--- src/hw/rtl/ple_ffs.sv ---
// ----------------------------------------------------------------------------
// Positional list first-match encoder
// Registers the index of the lowest set bit of the cells' match flags.
// ----------------------------------------------------------------------------
module ple_ffs #(
    parameter int CAPACITY = 64
) (
    input  logic                          i_clk,
    input  logic [CAPACITY-1:0]           i_match,
    output logic                          o_any,
    output logic [$clog2(CAPACITY)-1:0]   o_index
);

    localparam int IDX_W = $clog2(CAPACITY);

    logic [IDX_W-1:0] n_index;
    logic [IDX_W-1:0] r_index;
    logic             r_any;

    always_comb begin
        n_index = '0;
        for (int k = CAPACITY - 1; k >= 0; k--) begin
            if (i_match[k]) begin
                n_index = IDX_W'(k);
            end
        end
    end

    always_ff @(posedge i_clk) begin
        r_index <= n_index;
        r_any   <= |i_match;
    end

    assign o_any   = r_any;
    assign o_index = r_index;

endmodule

--- config.mk ---
export PLATFORM = sky130hd
export DESIGN_NAME = ple_ffs
export DESIGN_NICKNAME = d
export VERILOG_FILES = /design/src/hw/rtl/ple_ffs.sv
export SDC_FILE = /design/constraint.sdc
export NUM_CORES = 1
export LEC_CHECK = 0
export ABC_CLOCK_PERIOD_IN_PS = 4000
export BUFFER_PORTS_ARGS = -buffer_cell sky130_fd_sc_hd__buf_2
export CORE_MARGIN = 4
export CORE_UTILIZATION = 44
export DETAILED_ROUTE_END_ITERATION = 16
export PLACE_DENSITY = 0.88
export SLEW_MARGIN = 10
export SYNTH_ARGS = -nofsm -noshare
export SYNTH_HDL_FRONTEND = slang
export SYNTH_SLANG_ARGS = --single-unit
--- constraint.sdc ---
create_clock -name i_clk -period 4 [get_ports i_clk]
set_clock_uncertainty 0.05 [all_clocks]
set_input_delay 0 -clock i_clk [delete_from_list [all_inputs] [get_ports i_clk]]
set_output_delay 0 -clock i_clk [all_outputs]
set_load 0.02 [all_outputs]
## Word level (Yosys, flattened, before mapping)

Cells that the tools add are included.

| word-level totals | value |
|---|---|
| bits in registers | 7 |
| output and inout port bits | 7 |
| bits of input ports | 65 |
| logic and storage cells | 76 |

| cells by class | value |
|---|---|
| multiplexer cells | 63 |
| reduce and logical (&&, ||, !) cells | 6 |

Operators by type and width:

| operator | number |
|---|---|
| $mux W6 | 32 |
| $mux W5 | 16 |
| $reduce_or A64 Y1 | 1 |
| $mux W4 | 8 |
| $reduce_or A32 Y1 | 1 |
| $reduce_or A16 Y1 | 1 |
| $mux W3 | 4 |
| $reduce_or A8 Y1 | 1 |
| $mux W2 | 2 |
| $reduce_or A4 Y1 | 1 |
| $reduce_or A2 Y1 | 1 |
| $mux W1 | 1 |

## Logic depth before layout (Yosys ltp)

| logic depth | value |
|---|---|
| word-level depth | 63 |
| gate-level depth with buffers | 5 |
| depth with buffers taken out | 5 |

## Worst setup path before layout

OpenSTA, ideal clock, no wires.

| timing | value |
|---|---|
| kind | in2reg |
| from | input i_match[60] |
| to | register r_index[4], in the netlist o_index[4] |
| arrival | 1123 ps |
| setup slack | 2712 ps |
| library setup time | 115 ps |
| stages on the path | 5 |
| data required time | 3835 ps |
| buffers on the path | 0 |
| cell sequence | or4_4 -> nor4b_4 -> nand3_1 -> a31oi_1 -> nor2_1 |

| between the ends | value |
|---|---|
| cells in the longest elaborated chain, start to end | 45 |

RTL lines:

| item | RTL line | source |
|---|---|---|
| start: declaration | 9 | `input logic [CAPACITY-1:0] i_match,` |
| $mux W6 (29 in series) | 23 | `if (i_match[k]) begin` |
| $mux W5 (16 in series) | 23 |  |
| end signal: assignment | 30 | `r_index <= n_index;` |
| end: declaration | 17 | `logic [IDX_W-1:0] r_index;` |

Every way passes these cells.
A chain may end at the register's enable or synchronous reset.

## Worst setup path after layout

| timing | value |
|---|---|
| from | input i_match[7] |
| to | register r_index[3], in the netlist o_index[3] |

| between the ends | value |
|---|---|
| cells in the longest elaborated chain, start to end | 1 |

RTL lines:

| item |
|---|
| $reduce_or A8 Y1 (no line) |

Every way passes these cells.

==> flow_metrics.env <==
export IMPL_cts_htree_levels=1
export IMPL_final_core_util_pct=70.47
export IMPL_ant_nets=0
export IMPL_path_class="input pin to register"
export IMPL_synth_edf_count=0
export IMPL_critPathCaptureType="register"
export IMPL_grt_pass1_vias=1415
export IMPL_cts_tree="yes"
export IMPL_grt_pass1_wl_um=5720
export IMPL_cts_inserted_buffers=3
export IMPL_layout_nets=297
export IMPL_firstDrtPassIters=4
export IMPL_period_needed_ns=2.291
export IMPL_vias=1468
export IMPL_placed_area_um2=1383
export IMPL_io_buffer_count=71
export IMPL_hp_class="input pin to register"
export IMPL_rows=16
export IMPL_synth_area_leaders="dfxtp_1 (14%), nor2_1 (8.7%), nor4_1 (8.2%)"
export IMPL_max_slew_worst_pin_slew_ns=0.5587
export IMPL_synthFlopType="dfxtp_1"
export IMPL_worstHoldStart="i_match[4]"
export IMPL_initial_utilization_pct=48.65
export IMPL_ys_warn_count=0
export IMPL_status="complete, no violations"
export IMPL_grt_max_degree=7
export IMPL_final_setup_tns_ns=0
export IMPL_syn_to_final_growth_pct=44.84
export IMPL_coreArea_um2=2042
export IMPL_cp_max_fo=3
export IMPL_synth_top_area_share_pct=14.11
export IMPL_wl_per_cell_um=13.10
export IMPL_clock_sinks=7
export IMPL_drv_slew=0
export IMPL_via_per_inst=5.690
export IMPL_worstPathRequired_ns=4.14
export IMPL_gr_total_overflow=0
export IMPL_clockBufferDepth=2
export IMPL_hold_viol=0
export IMPL_max_slew_margin_pct=62.41
export IMPL_syn_avg_cell_area_um2=6.493
export IMPL_synth_most_common_cell="nor2_1"
export IMPL_cts_resized=0
export IMPL_max_freq_mhz=436.6
export IMPL_ir_worst_vdd_mv=0.1327
export IMPL_timing_final_crit_share_pct=57.27
export IMPL_die_h_um=55.52
export IMPL_hold_buffers=3
export IMPL_cts_setup_buffers=0
export IMPL_crit_arrival_ns=2.43
export IMPL_drt_iter0_markers=21
export IMPL_die_area_um2=3082
export IMPL_diodes=0
export IMPL_dp_hpwl_um=2798
export IMPL_syn_inst=153
export IMPL_setup_violations=0
export IMPL_io_pins=72
export IMPL_synth_seq_cells=7
export IMPL_syn_num_nets=218
export IMPL_hold_path_depth=3
export IMPL_drive_above_1_share_pct=33.33
export IMPL_cts_root_buf="clkbuf_4"
export IMPL_hold_end="o_index[2]"
export IMPL_drc=0
export IMPL_path_clk_slew_ns=0.06
export IMPL_routed_wl_um=3379
export IMPL_rsz0062_at_grt="false"
export IMPL_netlist_area_um2=993.5
export IMPL_finish_instance_area_um2=1439
export IMPL_ys_seq_area_share_pct=14.11
export IMPL_nFillCells=210
export IMPL_p_leak_nw=0.6129
export IMPL_synth_top_area_cell="dfxtp_1"
export IMPL_maxCapViolations=0
export IMPL_power_density_nw_per_um2=162.1
export IMPL_critPathLaunchType="input pin"
export IMPL_synth_cell_types=33
export IMPL_netlist_top_cells_count="nor2_1 (23), nor3_1 (16), nor4_1 (13)"
export IMPL_routabilityCongestion=0.8944
export IMPL_die_w_um=55.52
export IMPL_antenna_found_initial=0
export IMPL_grtUsageTotal_pct=21.59
export IMPL_async_flop_share_pct=0
## cell families (layout without fill, tap and decap cells)
family          after synthesis  in the layout  synth area share [%]
flops                         7              7                 14.11
simple gates                 89             89                 50.50
compound gates               47             47                 31.61
buf+inv                      10             88                 3.779
## where the power goes
group	switching [mW]	internal (mW)
Clock	0.0285	0.0382
Sequential	0.000545	0.0716
Combinational	0.0516	0.0428
## final cells by class
type                    count  area (um^2)  share of cell area [%]
flip-flops and latches      7        140.1                   9.739
inverters                  10        37.54                   2.609
clock buffers               4        26.28                   1.826
well taps                  27        33.78                   2.348
repair buffers             74        385.4                   26.78
multi-input cells         136        815.8                   56.70
## sequential cells by signal, indices dropped and copies added (netlist names)
| name | flops |
|---|---|
| o_any | 1 |
| o_index | 6 |
## stage by stage
stage                     hold slack [ns]  total power [mW]  std cells  setup WS [ns]
after detailed placement           0.2631            0.1654        251          2.513
after global placement             0.2622            0.1642        251          2.542
after global routing              0.05294            0.2495        258          1.644
after CTS                         0.03740            0.2320        258          1.805
final                             0.03778            0.2333        258          1.709
after floorplan                    0.1148            0.1064        153          2.712
## metal layers
layer	track usage, %	part of all wire (%)	vias to the layer above
li1	-	-	758
met1	25.87	42	635
met4	5.903	0.95	0
met2	38.85	49	71
met3	3.963	8.3	4
met5	0	0	-
## worst max-delay path by stage
stage / start / endpoint / slack (ns) / depth (start not counted)
floorplan: i_match[60] / o_index[4] / 2.71 / 5
global placement: i_match[20] / o_index[2] / 2.54 / 6
global route: i_match[7] / o_index[3] / 1.64 / 7
finish: i_match[7] / o_index[3] / 1.71 / 7
detailed placement: i_match[20] / o_index[2] / 2.51 / 6
CTS: i_match[7] / o_index[3] / 1.80 / 7
## worst max-delay path, cell delays in order
cell and delay, ns:
dlygate4sd3_1 0.53, buf_2 0.13, nor4_1 0.39, dlygate4sd3_1 0.63, nand2_1 0.05, dlygate4sd3_1 0.58
a21oi_1 0.12
## cells in the final DEF, fill, tap and decap left out, types with 2 or more instances in the layout
| master | n |
|---|---|
| o311a_1 | 2 |
| o21ai_1 | 2 |
| o311ai_1 | 2 |
| nand2b_1 | 3 |
| or4_1 | 7 |
| o21ai_0 | 7 |
| o31ai_1 | 4 |
| a21oi_1 | 11 |
| o21a_1 | 2 |
| nand3_1 | 5 |
| buf_2 | 71 |
| nor3_1 | 16 |
| clkbuf_4 | 3 |
| dfxtp_1 | 7 |
| nor4_1 | 13 |
| o211ai_1 | 3 |
| inv_1 | 10 |
| o21bai_1 | 3 |
| nor2b_1 | 7 |
| or3_1 | 3 |
| dlygate4sd3_1 | 3 |
| nand2_1 | 7 |
| a211oi_1 | 2 |
| nor2_1 | 23 |
| a31oi_1 | 3 |
Power figures use the tool's default switching activity.
