<file path="src/hw/rtl/ple_pkg.sv">
// ----------------------------------------------------------------------------
// Positional list engine package
// Beat types, operation and status codes, and the command that is broadcast
// to every cell of the list.
// ----------------------------------------------------------------------------
package ple_pkg;

    localparam logic [3:0] OP_PUSH_FRONT = 4'd0;
    localparam logic [3:0] OP_PUSH_BACK  = 4'd1;
    localparam logic [3:0] OP_POP_FRONT  = 4'd2;
    localparam logic [3:0] OP_POP_BACK   = 4'd3;
    localparam logic [3:0] OP_INSERT     = 4'd4;
    localparam logic [3:0] OP_DELETE     = 4'd5;
    localparam logic [3:0] OP_REPLACE    = 4'd6;
    localparam logic [3:0] OP_FIND       = 4'd7;
    localparam logic [3:0] OP_READ       = 4'd8;

    localparam logic [1:0] ST_OK      = 2'd0;
    localparam logic [1:0] ST_RANGE   = 2'd1;
    localparam logic [1:0] ST_FULL    = 2'd2;
    localparam logic [1:0] ST_MISSING = 2'd3;

    typedef struct packed {
        logic [3:0]         op;
        logic [5:0]         position;
        logic signed [31:0] value;
    } t_in_beat;

    typedef struct packed {
        logic [1:0]         status;
        logic [5:0]         found_position;
        logic signed [31:0] read_value;
        logic [6:0]         entry_count;
    } t_out_beat;

    // What every cell does in the current cycle.
    typedef enum logic [1:0] {
        ACT_HOLD,
        ACT_OPEN,
        ACT_CLOSE,
        ACT_WRITE
    } t_cell_act;

    typedef struct packed {
        t_cell_act          act;
        logic signed [31:0] value;
    } t_cell_cmd;

endpackage

</file>
<file path="src/hw/rtl/ple_cell.sv">
// ----------------------------------------------------------------------------
// Positional list cell
// Holds one list entry, takes its neighbour's entry when the list opens or
// closes a gap, and compares its entry against the search key.
// ----------------------------------------------------------------------------
module ple_cell #(
    parameter int CAPACITY = 64,
    parameter int INDEX    = 0
) (
    input  logic                               i_clk,
    input  ple_pkg::t_cell_cmd                 i_cmd,
    input  logic [$clog2(CAPACITY)-1:0]        i_idx,
    input  logic [$clog2(CAPACITY+1)-1:0]      i_count,
    input  logic signed [31:0]                 i_left,
    input  logic signed [31:0]                 i_right,
    output logic signed [31:0]                 o_entry,
    output logic                               o_match
);

    localparam int IDX_W = $clog2(CAPACITY);
    localparam int CNT_W = $clog2(CAPACITY + 1);
    localparam logic [IDX_W-1:0] MY_IDX = IDX_W'(INDEX);

    logic signed [31:0] r_entry;
    logic signed [31:0] n_entry;

    always_comb begin
        n_entry = r_entry;
        case (i_cmd.act)
            ple_pkg::ACT_OPEN: begin
                if (MY_IDX > i_idx) begin
                    n_entry = i_left;
                end else if (MY_IDX == i_idx) begin
                    n_entry = i_cmd.value;
                end
            end
            ple_pkg::ACT_CLOSE: begin
                if (MY_IDX >= i_idx) begin
                    n_entry = i_right;
                end
            end
            ple_pkg::ACT_WRITE: begin
                if (MY_IDX == i_idx) begin
                    n_entry = i_cmd.value;
                end
            end
            default: begin
                n_entry = r_entry;
            end
        endcase
    end

    always_ff @(posedge i_clk) begin
        r_entry <= n_entry;
    end

    assign o_entry = r_entry;
    assign o_match = (r_entry == i_cmd.value) && (CNT_W'(INDEX) < i_count);

endmodule

</file>
<file path="config.mk">
export PLATFORM = sky130hd
export DESIGN_NAME = ple_cell
export DESIGN_NICKNAME = d
export VERILOG_FILES = /design/src/hw/rtl/ple_pkg.sv /design/src/hw/rtl/ple_cell.sv
export SDC_FILE = /design/constraint.sdc
export NUM_CORES = 1
export LEC_CHECK = 0
export ABC_AREA = 1
export BUFFER_PORTS_ARGS = -buffer_cell sky130_fd_sc_hd__buf_4
export CORE_ASPECT_RATIO = 1.2
export CORE_MARGIN = 10
export CORE_UTILIZATION = 43
export CTS_BUF_LIST = sky130_fd_sc_hd__clkbuf_16
export DETAILED_ROUTE_END_ITERATION = 8
export MAX_ROUTING_LAYER = met4
export PLACE_DENSITY = 0.84
export RECOVER_POWER = 50
export SKIP_LAST_GASP = 1
export SLEW_MARGIN = 10
export SYNTH_ARGS = -nofsm -noshare
export SYNTH_HDL_FRONTEND = slang
export SYNTH_SLANG_ARGS = --single-unit
</file>
<file path="constraint.sdc">
create_clock -name i_clk -period 3.4 [get_ports i_clk]
set_input_delay 0.51 -clock i_clk [delete_from_list [all_inputs] [get_ports i_clk]]
set_output_delay 0.51 -clock i_clk [all_outputs]
set_load 0.01 [all_outputs]
</file>
After elaboration in Yosys (flattened, before gate mapping)
Index checks and enable logic that the tools add are counted.

Equality and inequality tests: 5. Magnitude comparators: 3. Mux-type cells: 4. Reduce and logical (&&, ||, !) cells: 4.

Operator list (count): $mux W32 (3); $pmux W32 S3 (1); $eq A32 B32 Y1 (1); $lt A1 B7 Y1 const A (1); $ge A1 B6 Y1 const A (1); $gt A1 B6 Y1 const A (1); $logic_not A6 Y1 (1); $eq A2 B2 Y1 const B (2); $reduce_bool A3 Y1 (1); $eq A2 B1 Y1 const B (1); $ne A2 B2 Y1 const B (1); $reduce_and A2 Y1 (1); $logic_and A1 B1 Y1 (1).

Input bits: 112. Output and inout bits: 33. Word-level logic and storage cells: 17. Register bits: 32.

Depth between registers and ports, before layout
Depth in word-level cells: 4. Mapped depth: 8. Mapped depth without buffers: 8.

Worst setup path before layout
Ideal clock, no wire load.

Path type: input to register. Start point: in i_idx[2]. End point: reg r_entry[0], in the netlist o_entry[0], enable pin. Slack: 0.416 ns. Stages on the path: 4. Required time: 2.972 ns. Buffers on the path: 1. Data arrival time: 2.556 ns. Library setup time: 0.428 ns. Cell sequence: nor2_2 > nand3_4 > buf_2 > o21bai_1.

Cells in the longest elaborated chain, start to end: 3.

Ends and longest elaborated chain: start, declared (RTL line ple_cell.sv:12) `input logic [$clog2(CAPACITY)-1:0] i_idx,`; $ge A1 B6 Y1 (RTL line ple_cell.sv:38) `if (MY_IDX >= i_idx) begin`; $ne A2 B2 Y1 (no source line); $reduce_and A2 Y1 (no source line); end signal, assigned (RTL line ple_cell.sv:54) `r_entry <= n_entry;`; end, declared (RTL line ple_cell.sv:24) `logic signed [31:0] r_entry;`.

Every way passes these cells. A chain may end at the register's enable or synchronous reset.

Final worst setup path
Start point: in i_idx[5]. End point: reg r_entry[19], in the netlist o_entry[19] (data pin).

Cells in the longest elaborated chain, start to end: 4. Elaborated cells between the ends (all ways): 5. Those cells by class: order compare: 1; mux: 3; reduce/logical: 1.

Ends and longest elaborated chain: branches (longest 3 deep; another with $gt A1 B6 Y1); $pmux W32 S3 (*) (RTL line ple_cell.sv:29) `case (i_cmd.act)`; via n_entry[19] (RTL line ple_cell.sv:25) `logic signed [31:0] n_entry;`.

Mark *: on every way through the listed nets, which the timed path passes.

==> out/summary.txt <==
Synth Area per Inst: 7.189 µm²
Crit. Startpoint: i_idx[5]
Vias: 2411
Final Skew: 0 ns
CP required: 3.39 ns
Fin. Hold Viols: 0
Post-CTS Setup Repair Bufs: 0
cell mode on critical path: o21ai_0
Crit Path Class: in -> reg
Post-Layout Inst Area: 3182 µm²
final routed DRC violation total: 0
worst-path maximum fanout: 52
Filler Cell Count: 510
TritonCTS clock tree: done
flip-flop and latch area: 960.9 µm²
Hold Startpoint: i_right[1]
worst-skew pair later-pin latency: 0.27 ns
Synth Cell Area: 2293 µm²
Final HPWL DP: 5.574 mm
CP Buf/Inv Count: 2
Initial Util: 0.4389
Critical Path Source Type: input pin
CP max stage cell: nor2_1
hold_ws: 0.5092 ns
R2R cell count: 4
Yosys reg bits: 32
sequential area share after synthesis: 0.4190
core area: 5225 µm²
IO buf count: 112
antenna violations before repair: 0
total gr overflow: 0
first-pass GRT wire length: 11.08 mm
Critical Path Max Stage Delay: 0.70 ns
Peak Freq: 0.4629 GHz
status: finished, final reports clean
Worst Hold Class: in -> reg
TNS Setup: 0 ns
total placed cells including tap cells: 483
initial DRC count: 83
largest net degree at the start of global routing: 53
post-layout util: 0.6090
Mapped Cells: 319
global-route usage over all layers: 0.1618
worst-path cell chain: clkbuf_4 -> nor2_1 -> nand3_4 -> buf_4 -> o21ai_0 -> o21ai_0
H-tree depth: 2
Avg WL per Cell: 14.40 µm
final worst setup slack: 1.240 ns
Gate power share: 0.230
max-cap violations: 0
vias per std cell: 4.910
Seq pwr share: 0.423
Leakage: 1.522 nW
CTS resizes: 0
die width: 86.67 µm
clock power share: 0.346
total internal power: 0.8731 mW
sw frac: 0.2669
Largest register FFs: 32
num rows: 29
synthesis warning total: 0
crit path time final: 2.160 ns
RD Place Congestion: 0.7899
multi-input logic area: 1117 µm²
layout cell share with drive strength beyond 1: 0.2261
Die Height: 100 µm
Pwr Density: 374.3 nW/µm²
TritonCTS buffer count: 5
clock tree root driver cell: clkbuf_16
worst vdd ir: 0.2761 mV
Yosys cell types: 22
final setup vio count: 0
Net Switching: 0.3178 mW
Hold Path End: o_entry[1]$_DFFE_PP_
Ports: 145
DP Worst Slack: 1.214 ns
number of clock sinks: 32
drt pass-1 iters: 6
placed instance area: 3168 µm²
hold-fix buffer count after cts: 0
area delta synth->final: 38.73%
Slew Viols, Final: 0
final worst path period share: 0.6354
FF-to-FF End: o_entry[19]$_DFFE_PP_
Worst slew margin: 0.3847
Slew @ Worst Pin: 0.9196 ns
fin nets: 540
total die area: 8667 µm²
RR Startpoint: o_entry[19]$_DFFE_PP_
fin cells: 491
Critical Path End Type: flop
cell family with most CP delay: simple AND/OR/NAND/NOR gates
RSZ-0062 raised after global routing: false
number of antenna diodes: 0
clock tree buffer depth: 2
arrival time of the worst setup path: 2.15 ns
Hold Path Stages: 3
Post-Route WL: 7.071 mm
number of routed nets with antenna violations: 0
number of global-route vias before repair: 2425
Mapped Nets: 431
Power Total: 1.191 mW
FF-to-FF setup slack: 2.39 ns
clk slew on worst S/H paths: 0.05 ns
==> power groups by stage <==
stage                     clock network, mW  registers [mW]  logic, mW
after CTS                             0.429           0.504      0.302
after global placement                    0           0.510      0.294
after detailed placement                  0           0.511      0.302
final                                 0.413           0.504      0.274
after global routing                  0.446           0.509      0.310
after floorplan                           0           0.524      0.132
==> cells in the final DEF, fill, tap and decap left out <==
cell,count
inv_2,1
nor2_2,3
clkbuf_1,32
xnor2_1,12
a211oi_2,2
o21ai_1,13
edfxtp_1,32
nand3_1,2
clkinv_1,1
nand3_4,1
buf_4,83
o21bai_4,1
clkbuf_16,5
nor3_1,1
inv_1,38
nor2b_1,1
a21oi_1,13
nand4_1,12
clkbuf_4,1
nor2_1,38
a31oi_1,12
o21ai_0,15
nand2_1,110
==> how the worst max path moves through the flow <==
stage | end | slack [ns] | depth (start not counted)
3_5_place_dp | o_entry[19]$_DFFE_PP_ | 1.21 | 6
5_1_grt | o_entry[19]$_DFFE_PP_ | 1.02 | 6
3_3_place_gp | o_entry[19]$_DFFE_PP_ | 1.23 | 6
4_1_cts | o_match | 1.37 | 8
2_1_floorplan | o_entry[0]$_DFFE_PP_ | 0.42 | 4
6_report | o_entry[19]$_DFFE_PP_ | 1.24 | 6
==> worst reg2reg max path, stage by stage, from the launching register on <==
cell and delay, ns:
edfxtp_1 0.41, inv_1 0.09, nand2_1 0.05, o21ai_0 0.09
o21ai_0 0.10
==> layer usage <==
layer  share of wire  up-vias  global-route usage
met5               0        -                   -
met4          0.0088        0             0.04619
met3           0.071        6             0.05429
met2            0.50       94              0.2702
met1            0.42     1051              0.1786
li1                -     1260                   -
==> cell families after synthesis <==
| kind of cell | share of synthesized area |
|---|---|
| buf+inv | 0.09874 |
| simple gates | 0.3001 |
| xor+xnor | 0.04583 |
| compound gates | 0.1364 |
| flops | 0.4190 |
==> synthesized netlist by cell type, drive strengths merged <==
cell | count | area share
nand4 | 12 | 0.033
a31oi | 12 | 0.033
edfxtp | 32 | 0.42
o21ai | 28 | 0.061
a211oi | 2 | 0.011
inv | 37 | 0.061
xnor2 | 12 | 0.046
nand2 | 110 | 0.18
nand3 | 3 | 0.012
buf | 11 | 0.033
clkbuf | 3 | 0.0049
a21oi | 13 | 0.028
o21bai | 1 | 0.0033
nor2b | 1 | 0.0027
nor2 | 41 | 0.070
nor3 | 1 | 0.0022
==> layout make-up <==
class | count | share of cell area
sequential | 32 | 0.3020
multi-input combinational | 236 | 0.3512
clock inverter | 3 | 0.003539
inverter | 37 | 0.04365
timing repair buffer | 116 | 0.2359
tap | 62 | 0.02438
clock buffer | 5 | 0.03932
(Power assumes the default switching activity.)
